<file path="src/cbz_norm.sv">
`timescale 1ns / 1ps
// ============================================================================
// cbz_norm
// Magnitudes of the derivative, common normalizing shift so the larger one
// lands in [2^30, 2^31), then the squared length.
// ============================================================================
module cbz_norm (
    input  logic               i_clk,
    input  logic               i_en,
    input  logic signed [32:0] i_fx,
    input  logic signed [32:0] i_fy,
    output logic [63:0]        o_len,
    output logic [30:0]        o_ax,
    output logic [30:0]        o_ay
);

    logic [32:0] w_absx;
    logic [32:0] w_absy;
    logic [4:0]  n_pos;
    logic [4:0]  w_lsh;
    logic [31:0] w_shx;
    logic [31:0] w_shy;
    logic [30:0] n_nx;
    logic [30:0] n_ny;

    logic [31:0] r_ax0;
    logic [31:0] r_ay0;
    logic [31:0] r_m0;
    logic [31:0] r_ax1;
    logic [31:0] r_ay1;
    logic [4:0]  r_pos;
    logic [30:0] r_ax2;
    logic [30:0] r_ay2;
    logic [61:0] r_sqx;
    logic [61:0] r_sqy;
    logic [30:0] r_ax3;
    logic [30:0] r_ay3;
    logic [63:0] r_len;
    logic [30:0] r_ax4;
    logic [30:0] r_ay4;

    assign w_absx = i_fx[32] ? 33'(-i_fx) : 33'(i_fx);
    assign w_absy = i_fy[32] ? 33'(-i_fy) : 33'(i_fy);

    always_comb begin
        n_pos = '0;
        for (int i = 0; i < 32; i++) begin
            if (r_m0[i]) begin
                n_pos = 5'(i);
            end
        end
    end

    assign w_lsh = 5'd30 - r_pos;
    assign w_shx = r_ax1 << w_lsh;
    assign w_shy = r_ay1 << w_lsh;

    always_comb begin
        if (r_pos == 5'd31) begin
            n_nx = r_ax1[31:1];
            n_ny = r_ay1[31:1];
        end else if (r_pos == 5'd30) begin
            n_nx = r_ax1[30:0];
            n_ny = r_ay1[30:0];
        end else begin
            n_nx = w_shx[30:0];
            n_ny = w_shy[30:0];
        end
    end

    always_ff @(posedge i_clk) begin
        if (i_en) begin
            r_ax0 <= w_absx[31:0];
            r_ay0 <= w_absy[31:0];
            r_m0  <= w_absx[31:0] | w_absy[31:0];
            r_ax1 <= r_ax0;
            r_ay1 <= r_ay0;
            r_pos <= n_pos;
            r_ax2 <= n_nx;
            r_ay2 <= n_ny;
            r_sqx <= r_ax2 * r_ax2;
            r_sqy <= r_ay2 * r_ay2;
            r_ax3 <= r_ax2;
            r_ay3 <= r_ay2;
            r_len <= 64'(r_sqx) + 64'(r_sqy);
            r_ax4 <= r_ax3;
            r_ay4 <= r_ay3;
        end
    end

    assign o_len = r_len;
    assign o_ax  = r_ax4;
    assign o_ay  = r_ay4;

endmodule

</file>
<file path="config.mk">
export PLATFORM = sky130hd
export DESIGN_NAME = cbz_norm
export DESIGN_NICKNAME = d
export VERILOG_FILES = /design/src/cbz_norm.sv
export SDC_FILE = /design/constraint.sdc
export NUM_CORES = 2
export LEC_CHECK = 0
export BUFFER_PORTS_ARGS = -buffer_cell sky130_fd_sc_hd__buf_4
export CAP_MARGIN = 20
export CORE_MARGIN = 2
export CORE_UTILIZATION = 65
export CTS_CLUSTER_SIZE = 30
export DETAILED_ROUTE_END_ITERATION = 16
export GPL_TIMING_DRIVEN = 0
export PLACE_DENSITY = 0.82
export RECOVER_POWER = 50
export SYNTH_ARGS = -nofsm -noshare
export SYNTH_HDL_FRONTEND = slang
export SYNTH_SLANG_ARGS = --single-unit
</file>
<file path="constraint.sdc">
create_clock -name i_clk -period 14.66 [get_ports i_clk]
set_clock_uncertainty 0.05 [all_clocks]
set_input_delay 0.733 -clock i_clk [delete_from_list [all_inputs] [get_ports i_clk]]
set_output_delay 0.733 -clock i_clk [all_outputs]
set_load 0.02 [all_outputs]
</file>
==> impl_metrics.toml <==
[outcome]
outcome = "complete, but fails checks"
violations = "capacitance limit, slew limit"

[clock_network]
clk_latency_ns = 0.66
ctsResizeCount = 0
tritoncts = "done"
postCtsHoldBufs = 0
h-tree-depth = 2
cts-root-buf = "clkbuf_16"
cts_setup_buffers = 0
cts_buffers = 54
clk_pin_slew_ns = 0.07
cts.sinks = 533
clk_path_buf_depth = 3

[routing]
drt_wl_total_mm = 246.0
drtIter0Drc = 6285
drt-pass1-iter-count = 6
vias_per_cell = 6.044
antenna_left = 0
drc = 0
via_count = 58390
drt-wirelength-per-cell_um = 25.46

[yosys]
yosysWarningCount = 0
avgSynthCellArea_um2 = 10.20
synth_ff_type = "edfxtp_1"
syn_nets = 9904
netlist_area_um2 = 78910
seq_area_frac_synth_pct = 20.28
yosysUniqueCellTypes = 81
ys_seq_elements = 533
synthArstFlopShare_pct = 0
syn_inst = 7737
synth_edf_count = 533

[floorplan]
die_y_um = 352.4
rows = 127
die_w_um = 352.4
core_um2 = 120100
io_pins = 194
fp.dieArea_um2 = 124200
start_util_pct = 65.68

[sta]
slew_headroom_pct = -347.8
timing.hold.ws_ns = 0.3327
fin_crit_ns = 11.16
hold_viol = 0
tightest_slew_ns = 6.718
setup_violations = 0
fin_crit_sh_pct = 76.14
max_freq_mhz = 89.59
final_max_slew_viol_count = 409
rsz0062_at_grt = "false"
fin_tns_setup_ns = 0

[place]
place_area_um2 = 82480
post-dp-hpwl_mm = 200.7
place.gp.congestion = 1.072
dp.cells = 9545
io_buffer_count = 192

[global_route]
grt_pass1_vias = 62090
grt_overflow_total = 0
grt_pass1_wl_mm = 370.2
grt_start_max_net_pins = 133
antenna_found_initial = 23
grt_usage_pct = 40.41

[finish]
fill_cells = 9167
finish.instance_area_um2 = 84110
syn_to_final_growth_pct = 6.595
drive_above_1_share_pct = 4.144
layout_commonest_cell = "inv_1"
nets = 10160
instances_no_fill = 9661
final_cell_mix = "inv_1 (1855), fa_1 (1496), nand2_1 (741), ha_1 (603), edfxtp_1 (533)"

[hold_path]
min_path_cells = 2
hold_class = "in2reg"
min_from = "i_fx[31]"

[critical_path]
critPathRequiredTime_ns = 15.02
r2r_setup_slack_ns = 3.50
r2r_cells = 26
critPathMaxFanout = 10
critPathKind = "reg2reg"
cp.arrival_ns = 11.52
worst_setup_path_end_kind = "flop"
r2r_start = "r_ay2[5]"
start_kind = "flop"
crit_start = "r_ay2[5]"

[flow_run]
drv_cap = 4
[per-stage QoR]
stage / util (%) / setup WS [ns]
global placement: 68.56 / 4.028
global route: 70.00 / 2.460
finish: 70.02 / 3.498
CTS: 70.22 / 3.978
detailed placement: 68.66 / 4.034
floorplan: - / 6.740
[final cells by class]
cell class	instances	area, µm²	share of cell area (%)
sequential	533	16010	19.03
multi-input combinational	5042	54760	65.10
buffer	302	1137	1.352
clock buffer	59	1370	1.629
clock inverter	43	496.7	0.5906
timing repair buffer	196	1308	1.554
inverter	1860	6982	8.301
antenna	14	35.03	0.04165
tap	1612	2017	2.398
[kinds of logic after synthesis]
family                   synth area share (%)
other                                0.004752
multiplexers                            1.357
flip-flops                              20.28
buffers and inverters                   10.29
XOR/XNOR                                3.052
AND/OR/NAND/NOR                         10.66
AO/OA/AOI/OAI                           6.834
adder cells (fa/ha/maj)                 47.52
[sequential cells by signal (all words and copies together) (netlist names)]
register,count
r_sqx,61
r_ax2,31
o_ay,31
r_pos,5
r_m0,31
r_ay2,31
r_ax1,32
r_ay3,30
r_ax0,32
o_len,63
r_sqy,61
r_ay0,32
o_ax,31
r_ax3,30
r_ay1,32
[cell usage after synthesis, drive strengths merged, types with 46 or more instances]
master / number / share of area, %
o21ai: 167 / 1.1
fa: 1496 / 38
nor2b: 48 / 0.38
nand2: 741 / 3.5
xor2: 91 / 1.0
a21o: 124 / 1.2
a21oi: 260 / 1.6
edfxtp: 533 / 20
or2: 46 / 0.36
and2: 417 / 3.3
inv: 1857 / 8.8
xnor2: 184 / 2.0
clkbuf: 286 / 1.4
ha: 603 / 9.6
nor2: 265 / 1.3
nand3: 55 / 0.35
[worst max-delay path, stage by stage (launching register included)]
cell and delay, ns:
edfxtp_1 0.93, clkbuf_1 0.59, clkbuf_1 0.63, inv_1 0.30, nor2_1 0.31, fa_1 0.50, fa_1 0.53, fa_1 0.52
inv_1 0.05, fa_1 0.50, inv_1 0.09, fa_1 0.49, fa_1 0.57, fa_1 0.43, fa_1 0.44, ha_1 0.29
clkbuf_1 0.26, and3_1 0.23, nand2_1 0.06, o211ai_1 0.32, a41oi_1 0.25, o311ai_0 0.94, a2111oi_0 0.33, a211oi_1 0.77
o2111ai_1 0.23, a21oi_1 0.21, xor2_1 0.08
[metal layers]
metal	vias to the layer above	global-route usage [%]	wire length [µm]
met3	1036	10.75	29810
li1	24490	-	-
met4	10	24.12	18790
met1	29040	51.16	86850
met5	-	0	195
met2	3819	62.85	110400
[worst paths after layout]
kind,endpoint
hold reg to reg,o_ay[4]
hold / removal,r_ax0[31]
setup reg to reg,r_sqy[54]
setup / recovery,r_sqy[54]
Power is not shown: default switching activity piles up to over one toggle a cycle in this logic, so the estimate is an artifact.
