`config.mk`:
```
export PLATFORM = sky130hd
export DESIGN_NAME = cbz_div
export DESIGN_NICKNAME = d
export VERILOG_FILES = /design/src/cbz_pkg.sv /design/src/cbz_div.sv
export SDC_FILE = /design/constraint.sdc
export NUM_CORES = 2
export LEC_CHECK = 0
export BUFFER_PORTS_ARGS = -buffer_cell sky130_fd_sc_hd__buf_2
export CAP_MARGIN = 20
export CORE_MARGIN = 2
export CORE_UTILIZATION = 30
export DETAILED_ROUTE_END_ITERATION = 12
export PLACE_DENSITY = 0.52
export SLEW_MARGIN = 5
export SYNTH_ARGS = -nofsm -noshare
export SYNTH_HDL_FRONTEND = slang
export SYNTH_SLANG_ARGS = --single-unit
```
`constraint.sdc`:
```
create_clock -name i_clk -period 3.38 [get_ports i_clk]
set_clock_uncertainty 0.15 [all_clocks]
set_input_delay 0.507 -clock i_clk [delete_from_list [all_inputs] [get_ports i_clk]]
set_output_delay 0.507 -clock i_clk [all_outputs]
set_load 0.005 [all_outputs]
```
`src/cbz_pkg.sv`:
```
`timescale 1ns / 1ps
// ============================================================================
// cbz_pkg
// Shared types and constants of the cubic Bezier point, tangent and normal
// pipeline.
// ============================================================================
package cbz_pkg;

    localparam int PIPE_DEPTH   = 60;
    localparam int SIGN_STAGE   = 5;
    localparam int RES_STAGE    = 7;
    localparam int SQRT_STEPS   = 32;
    localparam int DIV_STEPS    = 17;

    localparam logic [16:0] ONE_Q16 = 17'h10000;

    localparam logic [1:0] OP_POINT   = 2'd0;
    localparam logic [1:0] OP_TANGENT = 2'd1;
    localparam logic [1:0] OP_NORMAL  = 2'd2;

    localparam logic [1:0] ST_OK   = 2'd0;
    localparam logic [1:0] ST_SAT  = 2'd1;
    localparam logic [1:0] ST_ZERO = 2'd2;

    typedef struct packed {
        logic [1:0]  op;
        logic        neg_x;
        logic        neg_y;
        logic        zero;
        logic [31:0] res_x;
        logic [31:0] res_y;
        logic [1:0]  status;
    } t_side;

endpackage

```
`src/cbz_div.sv`:
```
`timescale 1ns / 1ps
// ============================================================================
// cbz_div
// Two-lane pipelined restoring divider: q = floor((a * 2^17 + r) / (2 * r)),
// a setup stage, then one quotient bit per stage.
// ============================================================================
module cbz_div (
    input  logic        i_clk,
    input  logic        i_en,
    input  logic [31:0] i_root,
    input  logic [30:0] i_ax,
    input  logic [30:0] i_ay,
    output logic [16:0] o_qx,
    output logic [16:0] o_qy
);

    localparam int N = cbz_pkg::DIV_STEPS;

    logic [48:0] w_numx;
    logic [48:0] w_numy;

    logic [32:0] r_d    [0:N];
    logic [32:0] r_remx [0:N];
    logic [32:0] r_remy [0:N];
    logic [16:0] r_lowx [0:N];
    logic [16:0] r_lowy [0:N];
    logic [16:0] r_qx   [0:N];
    logic [16:0] r_qy   [0:N];

    logic [32:0] n_remx [1:N];
    logic [32:0] n_remy [1:N];
    logic [16:0] n_qx   [1:N];
    logic [16:0] n_qy   [1:N];

    assign w_numx = {i_ax, 17'b0} + 49'(i_root);
    assign w_numy = {i_ay, 17'b0} + 49'(i_root);

    always_comb begin
        logic [33:0] curx;
        logic [33:0] cury;
        logic [33:0] dv;
        for (int s = 1; s <= N; s++) begin
            dv   = {1'b0, r_d[s-1]};
            curx = {r_remx[s-1], r_lowx[s-1][16]};
            cury = {r_remy[s-1], r_lowy[s-1][16]};
            if (curx >= dv) begin
                n_remx[s] = 33'(curx - dv);
                n_qx[s]   = {r_qx[s-1][15:0], 1'b1};
            end else begin
                n_remx[s] = curx[32:0];
                n_qx[s]   = {r_qx[s-1][15:0], 1'b0};
            end
            if (cury >= dv) begin
                n_remy[s] = 33'(cury - dv);
                n_qy[s]   = {r_qy[s-1][15:0], 1'b1};
            end else begin
                n_remy[s] = cury[32:0];
                n_qy[s]   = {r_qy[s-1][15:0], 1'b0};
            end
        end
    end

    always_ff @(posedge i_clk) begin
        if (i_en) begin
            r_d[0]    <= {i_root, 1'b0};
            r_remx[0] <= {1'b0, w_numx[48:17]};
            r_remy[0] <= {1'b0, w_numy[48:17]};
            r_lowx[0] <= w_numx[16:0];
            r_lowy[0] <= w_numy[16:0];
            r_qx[0]   <= '0;
            r_qy[0]   <= '0;
            for (int s = 1; s <= N; s++) begin
                r_d[s]    <= r_d[s-1];
                r_remx[s] <= n_remx[s];
                r_remy[s] <= n_remy[s];
                r_lowx[s] <= {r_lowx[s-1][15:0], 1'b0};
                r_lowy[s] <= {r_lowy[s-1][15:0], 1'b0};
                r_qx[s]   <= n_qx[s];
                r_qy[s]   <= n_qy[s];
            end
        end
    end

    assign o_qx = r_qx[N];
    assign o_qy = r_qy[N];

endmodule

```
==> impl_metrics.env <==
export IMPL_maxCapViolCount=0
export IMPL_row_count=236
export IMPL_viasPerCell=4.76
export IMPL_fmax_mhz=253
export IMPL_dp_worst_setup_slack_ns=-1.16
export IMPL_cts_buffers=232
export IMPL_synth_async_reset_ratio=0
export IMPL_min_period_ns=3.95
export IMPL_grt_antenna_before_repair=1
export IMPL_synth_fp_nets=12890
export IMPL_path_class="flop to flop"
export IMPL_clk_pin_slew_ns=0.06
export IMPL_crit_fanout=9
export IMPL_initial_core_util=0.301
export IMPL_outcome="finished with violations"
export IMPL_htree_levels=4
export IMPL_cts_tree="done"
export IMPL_yosysWarnings=0
export IMPL_placed_cells=20127
export IMPL_dp_hpwl_mm=316
export IMPL_port_buffers=129
export IMPL_drtAntennaViolNets=0
export IMPL_syn_avg_cell_area_um2=10.7
export IMPL_finalCritPeriodShare=1.17
export IMPL_violations="setup timing"
export IMPL_clock_sinks=1938
export IMPL_core_area_mm2=0.413
export IMPL_die_h_um=647
export IMPL_min_path_type="primary input to flop"
export IMPL_vias=99236
export IMPL_cts_root_buf="clkbuf_16"
export IMPL_slew_viol_final=0
export IMPL_synth_top_area_frac=0.468
export IMPL_utilization=0.416
export IMPL_slew_headroom=0.424
export IMPL_setup_slack_ns=-0.566
export IMPL_final_cells=20863
export IMPL_grt_pass1_vias=103661
export IMPL_grt_max_degree=111
export IMPL_first_pass_iters=5
export IMPL_n_fill_cell=39940
export IMPL_p_leak_nw=74.2
export IMPL_layout_drive_gt1_share=0.323
export IMPL_final_nets=16432
export IMPL_synthCells=11657
export IMPL_arrival_ns=4.45
export IMPL_whs_ns=0.116
export IMPL_grt_ovfl_total=0
export IMPL_powerDensity_mw_per_mm2=990
export IMPL_die_w_um=647
export IMPL_worstSetupEndpointType="flop"
export IMPL_wirelength_mm=398
export IMPL_setup_viol=939
export IMPL_syn_cell_area_mm2=0.124
export IMPL_avgRoutedWirePerCell_um=19.1
export IMPL_ios=130
export IMPL_dr_first_iter_drc_count=3911
export IMPL_synth_seq_cells=1938
export IMPL_syn_to_final_growth_pct=38.2
export IMPL_yosysSeqAreaShare=0.468
export IMPL_peakVddDrop_mv=0.543
export IMPL_hold_viol=0
export IMPL_remaining_drc_errors=0
export IMPL_ys_flop_type="edfxtp_1"
export IMPL_synth_area_leaders="edfxtp_1, ha_1, a21oi_1"
export IMPL_synth_edf_count=1938
export IMPL_synth_cell_types=97
export IMPL_grt_usage=0.180
export IMPL_gp_congestion=0.929
export IMPL_dieArea_mm2=0.419
export IMPL_clockBufferDepth=4
export IMPL_worstPathRequired_ns=3.89
export IMPL_worst_setup_path_start_kind="flop"
export IMPL_grt_pass1_wl_mm=581
export IMPL_clk_latency_ns=0.96
export IMPL_grt_setup_unrepaired="yes"
export IMPL_worstMarginPinSlew_ns=0.855
export IMPL_synth_largest_area_cell="edfxtp_1"
-- cells in the mapped netlist, drive strengths merged (30+ instances only) --
master	count
xor2	327
edfxtp	1938
or3	51
or2	30
and3	90
a31oi	95
nand2	840
buf	72
mux2i	37
xnor2	589
a211oi	80
ha	1103
nor4	32
inv	836
a21oi	1120
nor3	133
a21boi	50
o21ai	837
clkbuf	173
o31ai	71
nor2b	165
nand4	152
fa	34
nand2b	144
o211ai	39
mux2	413
o21bai	147
nand3	222
nor2	711
o21a	119
and2	36
a21o	575
-- per-layer routing --
layer,GRT usage,up-vias,share of wire
met5,0,-,0
met4,0.125,0,0.087
met3,0.0156,985,0.019
met2,0.374,1455,0.57
met1,0.159,46416,0.33
li1,-,50380,-
-- stage by stage --
| step | area, um2 | power [mW] | setup TNS (ns) |
|---|---|---|---|
| 2_1_floorplan | 125000 | 95.3 | -7.84 |
| 3_3_place_gp | 156000 | 134 | -501.48 |
| 3_5_place_dp | 156000 | 135 | -518.83 |
| 4_1_cts | 166000 | 163 | -387.90 |
| 5_1_grt | 172000 | 182 | -339.52 |
| 6_report | 172000 | 170 | -198.24 |
-- critical path, stage by stage (launching register included) --
cell	delay [ns]
edfxtp_1	0.43
inv_2	0.10
ha_4	0.20
nor2b_4	0.12
o21a_1	0.20
o21ai_2	0.20
a21oi_2	0.11
a2111oi_4	0.18
buf_4	0.19
o21ai_4	0.10
a21oi_4	0.16
a21o_1	0.22
a21oi_2	0.08
or4b_4	0.68
buf_12	0.21
mux2_4	0.30
-- logic make-up after synthesis --
logic type / after synthesis / synth area share
AO/OA/AOI/OAI: 3426 / 0.171
XOR/XNOR: 916 / 0.0646
adder cells (fa/ha/maj): 1137 / 0.117
buffers and inverters: 1082 / 0.0340
flip-flops: 1938 / 0.468
multiplexers: 450 / 0.0420
AND/OR/NAND/NOR: 2708 / 0.103
-- state kept, by name, summed over array words and instances, names as in the netlist --
name and cells:
r_d 392, r_qy 153, r_lowy 92, r_remy 548, r_remx 556, r_lowx 44
r_qx 153
-- path summary, 6_finish.rpt --
path	from	endpoint	cells after the start	slack (ns)
max	r_lowy[9][10]	r_remx[10][11]	15	-0.57
min	i_ax[7]	r_remx[0][8]	6	0.12
max reg2reg	r_lowy[9][10]	r_remx[10][11]	15	-0.57
min reg2reg	r_qy[16][4]	r_qy[17][5]	0	0.25
-- layout make-up --
type / instances / area, um2 / area share
clock inverters: 156 / 1710 / 0.00995
multi-input cells: 8637 / 66900 / 0.390
flip-flops and latches: 1938 / 58200 / 0.339
clock buffers: 266 / 5930 / 0.0346
inverters: 837 / 3140 / 0.0183
diodes: 2 / 5.00 / 0.0000291
well taps: 5474 / 6850 / 0.0399
repair buffers: 3553 / 28900 / 0.168
-- cell usage in the layout (no fill, tap or decap), drive strengths merged, types with 90 or more instances in the layout --
cell type | synthesis | final
nand2 | 840 | 840
nand2b | 144 | 144
nor2b | 165 | 165
and3 | 90 | 90
xor2 | 327 | 327
buf | 72 | 3408
a21oi | 1120 | 1120
clkbuf | 173 | 297
clkinv | 1 | 90
ha | 1103 | 1103
o21bai | 147 | 147
dlygate4sd3 | 0 | 114
nor3 | 133 | 133
nand4 | 152 | 152
mux2 | 413 | 413
nand3 | 222 | 222
o21ai | 837 | 837
edfxtp | 1938 | 1938
a21o | 575 | 575
nor2 | 711 | 711
a31oi | 95 | 95
inv | 836 | 845
o21a | 119 | 119
xnor2 | 589 | 589
-- repair_timing --
action / in CTS / in global routing
gates cloned: 7 / 38
endpoints found under the setup margin: 1053 / 1080
hold buffers: 114 / 0
pin swaps: 61 / 333
setup buffers: 27 / 158
hold endpoints to repair: 172 / 0
gates resized for setup: 215 / 967
-- power breakdown --
group	internal [mW]	switching (mW)	total, mW
sequential	38.2	5.02	43.2
combinational	51.9	49.5	101
clock	14.9	10.5	25.4
Note: power is estimated with default switching activity, not from simulation.
